<file path="config.mk">
export PLATFORM = sky130hd
export DESIGN_NAME = scancode_to_ascii_fifo
export DESIGN_NICKNAME = d
export VERILOG_FILES = /design/src/s2a_pkg.sv /design/src/scancode_to_ascii_fifo.sv /design/src/s2a_ctrl.sv /design/src/s2a_dpath.sv
export SDC_FILE = /design/constraint.sdc
export NUM_CORES = 2
export LEC_CHECK = 0
export ABC_AREA = 1
export BUFFER_PORTS_ARGS = -buffer_cell sky130_fd_sc_hd__buf_2
export CORE_MARGIN = 2
export CORE_UTILIZATION = 61
export DETAILED_ROUTE_END_ITERATION = 8
export MAX_ROUTING_LAYER = met4
export PLACE_DENSITY = 0.77
export SLEW_MARGIN = 20
export SYNTH_ARGS = -nofsm -noshare
export SYNTH_HDL_FRONTEND = slang
export SYNTH_SLANG_ARGS = --single-unit
export TNS_END_PERCENT = 30
</file>
<file path="constraint.sdc">
create_clock -name i_clk -period 14.5 [get_ports i_clk]
set_input_delay 0.725 -clock i_clk [delete_from_list [all_inputs] [get_ports i_clk]]
set_output_delay 0.725 -clock i_clk [all_outputs]
set_load 0.03 [all_outputs]
</file>
<file path="src/s2a_pkg.sv">
`default_nettype none

package s2a_pkg;

    localparam int BUFFER_SIZE_DEF = 256;

    localparam logic       CMD_SCAN   = 1'b0;
    localparam logic       CMD_READ   = 1'b1;

    localparam logic [7:0] LSHIFT_MAKE  = 8'h2A;
    localparam logic [7:0] RSHIFT_MAKE  = 8'h36;
    localparam logic [7:0] LSHIFT_BREAK = 8'hAA;
    localparam logic [7:0] RSHIFT_BREAK = 8'hB6;

    typedef logic [6:0] t_char;

    // controller to datapath
    typedef struct packed {
        logic capture;   // latch the incoming beat
        logic exec;      // translate and push, or start a pop
        logic pop_load;  // present the character read from the store
    } t_dp_cmd;

    // datapath to controller
    typedef struct packed {
        logic is_read;
        logic empty;
    } t_dp_stat;

    // set-1 make code to ASCII, plain or shifted; zero means no character
    function automatic t_char key_lookup(input logic [6:0] code, input logic shift);
        t_char ch;
        ch = 7'h00;
        case (code)
            7'd1:  ch = 7'h1B;
            7'd2:  ch = shift ? 7'h21 : 7'h31;
            7'd3:  ch = shift ? 7'h40 : 7'h32;
            7'd4:  ch = shift ? 7'h23 : 7'h33;
            7'd5:  ch = shift ? 7'h24 : 7'h34;
            7'd6:  ch = shift ? 7'h25 : 7'h35;
            7'd7:  ch = shift ? 7'h5E : 7'h36;
            7'd8:  ch = shift ? 7'h26 : 7'h37;
            7'd9:  ch = shift ? 7'h2A : 7'h38;
            7'd10: ch = shift ? 7'h28 : 7'h39;
            7'd11: ch = shift ? 7'h29 : 7'h30;
            7'd12: ch = shift ? 7'h5F : 7'h2D;
            7'd13: ch = shift ? 7'h2B : 7'h3D;
            7'd14: ch = 7'h08;
            7'd15: ch = 7'h09;
            7'd16: ch = shift ? 7'h51 : 7'h71;
            7'd17: ch = shift ? 7'h57 : 7'h77;
            7'd18: ch = shift ? 7'h45 : 7'h65;
            7'd19: ch = shift ? 7'h52 : 7'h72;
            7'd20: ch = shift ? 7'h54 : 7'h74;
            7'd21: ch = shift ? 7'h59 : 7'h79;
            7'd22: ch = shift ? 7'h55 : 7'h75;
            7'd23: ch = shift ? 7'h49 : 7'h69;
            7'd24: ch = shift ? 7'h4F : 7'h6F;
            7'd25: ch = shift ? 7'h50 : 7'h70;
            7'd26: ch = shift ? 7'h7B : 7'h5B;
            7'd27: ch = shift ? 7'h7D : 7'h5D;
            7'd28: ch = 7'h0A;
            7'd30: ch = shift ? 7'h41 : 7'h61;
            7'd31: ch = shift ? 7'h53 : 7'h73;
            7'd32: ch = shift ? 7'h44 : 7'h64;
            7'd33: ch = shift ? 7'h46 : 7'h66;
            7'd34: ch = shift ? 7'h47 : 7'h67;
            7'd35: ch = shift ? 7'h48 : 7'h68;
            7'd36: ch = shift ? 7'h4A : 7'h6A;
            7'd37: ch = shift ? 7'h4B : 7'h6B;
            7'd38: ch = shift ? 7'h4C : 7'h6C;
            7'd39: ch = shift ? 7'h3A : 7'h3B;
            7'd40: ch = shift ? 7'h22 : 7'h27;
            7'd41: ch = shift ? 7'h7E : 7'h60;
            7'd43: ch = shift ? 7'h7C : 7'h5C;
            7'd44: ch = shift ? 7'h5A : 7'h7A;
            7'd45: ch = shift ? 7'h58 : 7'h78;
            7'd46: ch = shift ? 7'h43 : 7'h63;
            7'd47: ch = shift ? 7'h56 : 7'h76;
            7'd48: ch = shift ? 7'h42 : 7'h62;
            7'd49: ch = shift ? 7'h4E : 7'h6E;
            7'd50: ch = shift ? 7'h4D : 7'h6D;
            7'd51: ch = shift ? 7'h3C : 7'h2C;
            7'd52: ch = shift ? 7'h3E : 7'h2E;
            7'd53: ch = shift ? 7'h3F : 7'h2F;
            7'd55: ch = 7'h2A;
            7'd57: ch = 7'h20;
            default: ch = 7'h00;
        endcase
        return ch;
    endfunction

endpackage

`default_nettype wire

</file>
<file path="src/scancode_to_ascii_fifo.sv">
`default_nettype none

// Set-1 scan code to ASCII translator with a character FIFO.
// Input channel: drive i_command and i_scan_code with start high; the beat
// is taken at a rising edge where start is high and busy is low. A scan
// beat (command 0) updates the shift flag or translates a make code and
// pushes the character; a read beat (command 1) pops one character.
// Result channel: every beat gives exactly one result, shown on o_char_valid,
// o_char_out, o_not_empty and o_dropped for one cycle while o_strobe is high.
// The receiver cannot stall; a result not taken in its strobe cycle is lost.
// Sequence: the accepting edge captures the beat, the execute state registers
// the result and raises o_strobe; a read that pops instead loads the store
// output into r_rdata in the execute state and shows it from the pop state.
// A new beat is not accepted until the controller is back in idle; busy
// stays high while the controller works through the beat.
// Reset (i_rst_n low, synchronous): empty FIFO, shift released, no strobe.
// The store itself is not cleared; only written entries are ever read.
// The FIFO holds BUFFER_SIZE-1 characters; a character that meets a full
// FIFO is discarded and flagged on o_dropped.
module scancode_to_ascii_fifo #(
    parameter int BUFFER_SIZE = s2a_pkg::BUFFER_SIZE_DEF
) (
    input  wire logic        i_clk,
    input  wire logic        i_rst_n,
    input  wire logic        start,
    output logic             busy,
    input  wire logic        i_command,
    input  wire logic [7:0]  i_scan_code,
    output logic             o_strobe,
    output logic             o_char_valid,
    output logic [6:0]       o_char_out,
    output logic             o_not_empty,
    output logic             o_dropped
);
    import s2a_pkg::*;

    t_dp_cmd  dp_cmd;
    t_dp_stat dp_stat;

    // sequence each beat: capture, execute, optionally present the pop
    s2a_ctrl u_ctrl (
        .i_clk   (i_clk),
        .i_rst_n (i_rst_n),
        .start   (start),
        .busy    (busy),
        .i_stat  (dp_stat),
        .o_cmd   (dp_cmd)
    );

    // translation table, shift flag, ring pointers, store and result registers
    s2a_dpath #(
        .BUFFER_SIZE (BUFFER_SIZE)
    ) u_dpath (
        .i_clk        (i_clk),
        .i_rst_n      (i_rst_n),
        .i_cmd        (dp_cmd),
        .o_stat       (dp_stat),
        .i_command    (i_command),
        .i_scan_code  (i_scan_code),
        .o_strobe     (o_strobe),
        .o_char_valid (o_char_valid),
        .o_char_out   (o_char_out),
        .o_not_empty  (o_not_empty),
        .o_dropped    (o_dropped)
    );

endmodule

`default_nettype wire

</file>
<file path="src/s2a_ctrl.sv">
`default_nettype none

module s2a_ctrl (
    input  wire logic               i_clk,
    input  wire logic               i_rst_n,
    input  wire logic               start,
    output logic                    busy,
    input  wire s2a_pkg::t_dp_stat  i_stat,
    output s2a_pkg::t_dp_cmd        o_cmd
);
    import s2a_pkg::*;

    localparam logic [1:0] ST_IDLE = 2'd0;
    localparam logic [1:0] ST_EXEC = 2'd1;
    localparam logic [1:0] ST_POP  = 2'd2;

    logic [1:0] r_state;
    logic [1:0] n_state;

    assign busy = (r_state != ST_IDLE);

    always_comb begin
        n_state          = r_state;
        o_cmd.capture    = 1'b0;
        o_cmd.exec       = 1'b0;
        o_cmd.pop_load   = 1'b0;
        unique case (r_state)
            ST_IDLE: begin
                if (start) begin
                    o_cmd.capture = 1'b1;
                    n_state       = ST_EXEC;
                end
            end
            ST_EXEC: begin
                o_cmd.exec = 1'b1;
                // a pop goes through ST_POP so the registered store read is ready for pop_load
                if (i_stat.is_read && !i_stat.empty) begin
                    n_state = ST_POP;
                end else begin
                    n_state = ST_IDLE;
                end
            end
            ST_POP: begin
                o_cmd.pop_load = 1'b1;
                n_state        = ST_IDLE;
            end
            default: begin
                n_state = ST_IDLE;
            end
        endcase
    end

    always_ff @(posedge i_clk) begin
        if (!i_rst_n) begin
            r_state <= ST_IDLE;
        end else begin
            r_state <= n_state;
        end
    end

endmodule

`default_nettype wire

</file>
<file path="src/s2a_dpath.sv">
`default_nettype none

module s2a_dpath #(
    parameter int BUFFER_SIZE = s2a_pkg::BUFFER_SIZE_DEF
) (
    input  wire logic               i_clk,
    input  wire logic               i_rst_n,
    input  wire s2a_pkg::t_dp_cmd   i_cmd,
    output s2a_pkg::t_dp_stat       o_stat,
    input  wire logic               i_command,
    input  wire logic [7:0]         i_scan_code,
    output logic                    o_strobe,
    output logic                    o_char_valid,
    output logic [6:0]              o_char_out,
    output logic                    o_not_empty,
    output logic                    o_dropped
);
    import s2a_pkg::*;

    localparam int PW = $clog2(BUFFER_SIZE);
    localparam logic [PW-1:0] LAST = PW'(BUFFER_SIZE - 1);

    t_char          r_store [BUFFER_SIZE];
    t_char          r_rdata;
    logic           r_cmd;
    logic [7:0]     r_code;
    logic           r_shift;
    logic [PW-1:0]  r_wr;
    logic [PW-1:0]  r_rd;
    logic [PW-1:0]  n_wr;
    logic [PW-1:0]  n_rd;
    logic           r_strobe;
    logic           r_char_valid;
    t_char          r_char_out;
    logic           r_not_empty;
    logic           r_dropped;

    t_char          key_char;
    logic           is_key;
    logic           empty;
    logic           full;
    logic           push;
    logic           drop;
    logic           pop;

    assign n_wr  = (r_wr == LAST) ? '0 : r_wr + 1'b1;
    assign n_rd  = (r_rd == LAST) ? '0 : r_rd + 1'b1;
    assign empty = (r_wr == r_rd);
    assign full  = (n_wr == r_rd);

    // shift codes map to zero entries, so they never reach the store
    assign key_char = key_lookup(r_code[6:0], r_shift);
    assign is_key   = !r_code[7] && (key_char != 7'h00);

    assign push = i_cmd.exec && (r_cmd == CMD_SCAN) && is_key && !full;
    assign drop = i_cmd.exec && (r_cmd == CMD_SCAN) && is_key && full;
    assign pop  = i_cmd.exec && (r_cmd == CMD_READ) && !empty;

    assign o_stat.is_read = (r_cmd == CMD_READ);
    assign o_stat.empty   = empty;

    always_ff @(posedge i_clk) begin
        if (i_cmd.capture) begin
            r_cmd  <= i_command;
            r_code <= i_scan_code;
        end
    end

    // character store
    always_ff @(posedge i_clk) begin
        if (push) begin
            r_store[r_wr] <= key_char;
        end
    end

    always_ff @(posedge i_clk) begin
        if (pop) begin
            r_rdata <= r_store[r_rd];
        end
    end

    always_ff @(posedge i_clk) begin
        if (!i_rst_n) begin
            r_wr    <= '0;
            r_rd    <= '0;
            r_shift <= 1'b0;
        end else begin
            if (push) begin
                r_wr <= n_wr;
            end
            if (pop) begin
                r_rd <= n_rd;
            end
            if (i_cmd.exec && (r_cmd == CMD_SCAN)) begin
                if ((r_code == LSHIFT_MAKE) || (r_code == RSHIFT_MAKE)) begin
                    r_shift <= 1'b1;
                end else if ((r_code == LSHIFT_BREAK) || (r_code == RSHIFT_BREAK)) begin
                    r_shift <= 1'b0;
                end
            end
        end
    end

    always_ff @(posedge i_clk) begin
        if (!i_rst_n) begin
            r_strobe <= 1'b0;
        end else begin
            r_strobe <= (i_cmd.exec && !pop) || i_cmd.pop_load;
        end
    end

    always_ff @(posedge i_clk) begin
        if (i_cmd.exec && !pop) begin
            r_char_valid <= 1'b0;
            r_char_out   <= 7'h00;
            r_not_empty  <= push || !empty;
            r_dropped    <= drop;
        end else if (i_cmd.pop_load) begin
            r_char_valid <= 1'b1;
            r_char_out   <= r_rdata;
            r_not_empty  <= !empty;
            r_dropped    <= 1'b0;
        end
    end

    assign o_strobe     = r_strobe;
    assign o_char_valid = r_char_valid;
    assign o_char_out   = r_char_out;
    assign o_not_empty  = r_not_empty;
    assign o_dropped    = r_dropped;

endmodule

`default_nettype wire
</file>
Word-level counts from Yosys, hierarchy flattened
Memories as Yosys holds them, arrays and structs flattened. A register that Yosys moved wholly into a read port is not among the register bits.
Index checks and enable logic that the tools add are counted.
{ "totals": {"ff_bits": 39, "mem_bits_rw": 1792, "out_inout_bits": 12, "elab_cells": 167, "n_memories": 1} }
{ "mem_list": {"columns": ["name", "depth", "width", "read_ports", "rd_clocked_by_memory_dff", "wr", "line", "text"], "rows": [
  ["u_dpath.r_store", 256, 7, 1, 1, 1, "s2a_dpath.sv:23", "t_char r_store [BUFFER_SIZE];"]
]} }
{ "op_classes": {"add_sub_neg": 2, "eq_ne": 64, "mux": 65, "n_bitwise": 1, "reduce_logical": 23} }
{ "ops": {"columns": ["op", "n"], "rows": [
  ["$pmux W7 S53", 1],
  ["$mux W6", 29],
  ["$eq A7 B6 Y1 const B", 23],
  ["$eq A7 B5 Y1 const B", 15],
  ["$mux W5", 13],
  ["$eq A7 B4 Y1 const B", 8],
  ["$eq A8 B8 Y1 const B", 4],
  ["$eq A7 B3 Y1 const B", 4],
  ["$mux W7", 3],
  ["$add A8 B1 Y8 const B", 2],
  ["$eq A8 B6 Y1 const B", 2],
  ["$eq A8 B8 Y1", 2],
  ["$mux W8", 2],
  ["$eq A7 B2 Y1 const B", 2],
  ["$mux W1", 13],
  ["$logic_and A1 B1 Y1", 9],
  ["$eq A7 B1 Y1 const B", 1],
  ["$reduce_bool A7 Y1", 1],
  ["$reduce_bool A2 Y1", 3],
  ["$logic_not A1 Y1", 4],
  ["$logic_or A1 B1 Y1", 4],
  ["$mux W2", 2],
  ["$pmux W2 S2", 1],
  ["$mux W3", 1],
  ["other kinds (6)", 6]
]} }

Depth between registers and ports, before layout
{ "logic_depth": {"word_depth": 8, "depth_mapped": 19, "ltp_nobuf": 17} }

Hierarchy
Synthesis repeated with hierarchy kept, for this count alone.
{ "hier_totals": {"hier_cells": 6506, "area_unflattened_um2": 75588.7} }
{ "modules_own_cells": {"columns": ["mod", "n_inst", "cells_per_inst", "area_per_inst_um2", "seq_area_each_um2"], "rows": [
  ["s2a_dpath", 1, 6491, 75491.2, 54872.6],
  ["s2a_ctrl", 1, 15, 97.6, 40.0]
]} }

Least setup slack after synthesis
OpenSTA, ideal clock, no wires.
{ "synth_path": {"kind": "flip-flop to flip-flop", "from": "register u_dpath.r_code[2]", "to": "memory u_dpath.r_store[0][5] (netlist name), data pin", "setup_time_ps": 1578, "t_arrival_ps": 7857, "t_required_ps": 12922, "slack_ps": 5066, "stages_incl_launch_ff": 6, "path_buffers": 0, "period_less_slack_ps": 9434, "cell_sequence": "edfxtp_1 > inv_2 > nand2_1 > nor2_1 > o21ai_1 > o2111ai_1"} }
{ "synth_via": {"elab_chain_cells": 2} }
{ "synth_rtl": {"columns": ["item", "line", "text"], "rows": [
  ["start: declaration", "s2a_dpath.sv:26", "logic [7:0] r_code;"],
  ["start signal: assignment", "s2a_dpath.sv:65", "r_code <= i_scan_code;"],
  ["$eq A7 B6 Y1, or another cell as far along", "s2a_pkg.sv:34", "case (code)"],
  ["$pmux W7 S53 (*)", "s2a_pkg.sv:34", null],
  ["via u_dpath.key_char[5]", "s2a_dpath.sv:38", "t_char key_char;"],
  ["end: declaration", "s2a_dpath.sv:23", null]
]} }
The timed path passes the listed nets; every way through them passes the cells marked *.

Worst setup path after layout
{ "layout_path": {"from": "register u_dpath.r_rd[1]", "to": "memory u_dpath.r_store[207][6] (netlist name), enable pin"} }
{ "layout_via": {"elab_chain_cells": 5} }
{ "layout_rtl": {"columns": ["item", "line", "text"], "rows": [
  ["start: declaration", "s2a_dpath.sv:29", "logic [PW-1:0] r_rd;"],
  ["start signal: assignment", "s2a_dpath.sv:92", "r_rd <= n_rd;"],
  ["$eq A8 B8 Y1", "s2a_dpath.sv:49", "assign full = (n_wr == r_rd);"],
  ["$logic_not A1 Y1", "s2a_dpath.sv:55", "assign push = i_cmd.exec && (r_cmd == CMD_SCAN) && is_key && !full;"],
  ["$logic_and A1 B1 Y1", "s2a_dpath.sv:55", null],
  ["$mux W1", "s2a_dpath.sv:71", "if (push) begin"],
  ["$mux W1 (not written as such)", "s2a_dpath.sv:72", "r_store[r_wr] <= key_char;"]
]} }
Every way passes these cells.

==> results_dict.tcl <==
set metrics [dict create \
    crit_type "flip-flop to flip-flop" \
    drv_cap 0 \
    place.gp.congestion 0.935 \
    post_cts_buffers 0 \
    antenna_left 0 \
    dp.cells 7865 \
    fmax_ghz 0.209 \
    antenna_found_initial 5 \
    tightest_slew_ps 1160 \
    netlist_area_um2 76100 \
    grt_start_max_net_pins 232 \
    core_region_area_um2 124000 \
    cts_buffers 178 \
    ys.warnings.count 0 \
    arrival_ps 5200 \
    dp_hpwl_mm 111 \
    drive_gt1_share_pct 6.96 \
    r2r_end "u_dpath.r_store[207][6]" \
    cts.htree.levels 4 \
    syn-num-nets 6591 \
    cts_tree "done" \
    synth_edf_count 1810 \
    finalCritPeriodShare_pct 33.0 \
    tns_ps 0 \
    grt_overflow_total 0 \
    crit_buf_inv 2 \
    r2r_slack_ps 9720 \
    cp.depth 10 \
    critPathLaunch "u_dpath.r_rd[1]" \
    finalHoldViolCount 0 \
    synth-async-reset-ratio_pct 0 \
    finalCriticalPeriod_ps 4780 \
    ir_drop_v 0.000120 \
    cts_hold_buf 0 \
    grt_pass1_wl_mm 300 \
    clock-sinks 1838 \
    syn_inst 6574 \
    cts_resized 0 \
    holdWs_ps 96.1 \
    rsz0062_at_grt "false" \
    cp_top_family "simple AND/OR/NAND/NOR gates" \
    post-route-util_pct 66.8 \
    cp.required_ps 14920 \
    r2r-start "u_dpath.r_rd[1]" \
    critPathCapture "u_dpath.r_store[207][6]" \
    drt_iter0_drc 8234 \
    die_area_um2 128000 \
    cts_root_buf "clkbuf_16" \
    power.density_nw_per_um2 132 \
    power_leakage_nw 28.1 \
    ys_seq_area_share_pct 72.2 \
    nets 6425 \
    die_x_um 357 \
    grt_use_total_pct 32.5 \
    clk_latency_ps 810 \
    wl_mm 202 \
    worstPathCellList "buf_12 > xor2_1 > nor3_1 > nand2_1 > nor2_1 > nand2_2 > nand3_4 > inv_2 > nand2_2 > nor2_1" \
    layout.cells.non_filler 8195 \
    cpMaxStageDelayCell "dfxtp_4" \
    die_y_um 357 \
    relSlewSlack_pct 22.6 \
    cp-end-kind "flip-flop" \
    ys_ff_latch 1838 \
    worst_clock_skew_ps 35.8 \
    clock_path_buffers 3 \
    cp_slowest_stage_delay_ps 1060 \
    vias 51600 \
    io_pins 24 \
    status "finished clean" \
    grt_pass1_vias 48800 \
    rows 129 \
    slew_viol_final 0 \
    start_util_pct 61.5 \
    drc 0 \
    portBuffers 23 \
    routed_via_density 6.29 \
    cp-start-kind "flip-flop" \
    hp-class "primary input to flip-flop" \
    synth_cell_types 44 \
    wl_per_cell_um 24.6 \
    reg2regPathDepth 10 \
    dr.pass1.iters 8 \
    area_growth_pct 8.65 \
    path_clk_slew_ps 60 \
    path_max_fanout 163 \
    setup_viol_count_final 0 \
    ys.flop_type "edfxtp_1" \
    postSynthAreaPerCell_um2 11.6 \
]
==> Yosys cell counts (all sizes together), types with 16 or more instances <==
library cell | number | area [um^2]
a21oi | 103 | 515
edfxtp | 1810 | 54400
a31oi | 16 | 100
nand3 | 376 | 1890
or2 | 21 | 131
nand2 | 827 | 3230
dfxtp | 28 | 561
nor2 | 1662 | 6460
o211ai | 185 | 1390
o22ai | 41 | 257
o21ai | 884 | 4420
clkbuf | 281 | 1050
inv | 128 | 480
buf | 141 | 743
==> per-layer routing <==
metal | global-route usage [%] | vias to the layer above | wire [um]
met5 | - | - | 0
met4 | 15.1 | 0 | 9470
met2 | 48.2 | 3242 | 92700
li1 | - | 22900 | -
met1 | 42.9 | 24900 | 75700
met3 | 7.49 | 559 | 24100
==> layout make-up <==
class	instances	area (um^2)
diodes	4	10.0
inverters	133	522
repair buffers	76	642
fillers	8658	41100
clock inverters	87	748
multi-input cells	4181	18900
well taps	1637	2050
clock buffers	239	4850
flip-flops and latches	1838	54900
==> flip-flops by register name (all words and copies together), names as in the netlist <==
register and count:
u_dpath.o_not_empty 1, u_dpath.o_strobe 1, u_dpath.r_rdata 7, u_dpath.r_store 1792
u_ctrl.r_state 2, u_dpath.r_rd 8, u_dpath.r_cmd 1, u_dpath.o_char_out 7
u_dpath.r_wr 8, u_dpath.o_char_valid 1, u_dpath.o_dropped 1, u_dpath.r_shift 1
u_dpath.r_code 8
==> layout by cell type, fill, tap and decap left out, types with 8 or more instances in the layout <==
cell type | netlist | layout
a21oi_1 | 103 | 103
a31oi_1 | 16 | 16
buf_12 | 0 | 10
buf_2 | 81 | 23
buf_4 | 0 | 42
bufinv_16 | 0 | 10
clkbuf_1 | 281 | 50
clkbuf_16 | 0 | 183
clkinv_1 | 5 | 40
clkinv_2 | 0 | 27
dfxtp_1 | 28 | 24
edfxtp_1 | 1810 | 1810
inv_1 | 116 | 111
inv_2 | 12 | 12
nand2_1 | 806 | 806
nand2_4 | 15 | 15
nand3_1 | 375 | 373
nand4_1 | 14 | 14
nor2_1 | 1591 | 1590
nor2_2 | 67 | 67
nor3_1 | 14 | 14
nor4_1 | 8 | 8
o211ai_1 | 185 | 185
o21ai_0 | 881 | 881
o22ai_1 | 41 | 41
or2_2 | 21 | 21
==> where the power goes <==
part | total [mW] | internal (mW) | switching (mW)
clock | 4.48 | 2.53 | 1.96
sequential | 5.99 | 5.98 | 0.00754
combinational | 0.453 | 0.0664 | 0.387
==> metrics by stage <==
stage / worst slack (ps) / cell area (um^2) / total power, mW
global placement: 9970 / 77100 / 6.53
global route: 9430 / 82700 / 11.2
floorplan: 5070 / 76100 / 6.44
CTS: 9840 / 82700 / 10.9
detailed placement: 9890 / 77100 / 6.54
finish: 9720 / 82700 / 10.9
==> cells by family (layout without fill, tap and decap cells) <==
family,after synthesis,count (layout),synth area share [%]
AOI/OAI and AO/OA,1241,1241,8.92
DFF,1838,1838,72.2
adders and majority gates,5,5,0.0822
buffers and inverters,555,535,3.02
and+or+nand+nor,2928,2928,15.7
xor gates and xnor gates,7,7,0.0806
other,0,4,0
==> how the worst min path moves through the flow <==
| stage | from | end | slack, ps | cells after the start |
|---|---|---|---|---|
| floorplan | u_dpath.r_rdata[6] | u_dpath.o_char_out[6] | 520 | 2 |
| detailed placement | u_dpath.o_char_out[3] | u_dpath.o_char_out[3] | 450 | 2 |
| global placement | u_dpath.o_char_out[0] | u_dpath.o_char_out[0] | 460 | 2 |
| CTS | i_scan_code[0] | u_dpath.r_code[0] | 50 | 1 |
| finish | i_scan_code[0] | u_dpath.r_code[0] | 100 | 1 |
| global route | i_scan_code[3] | u_dpath.r_code[3] | 80 | 1 |
Power figures use the tool's default switching activity.
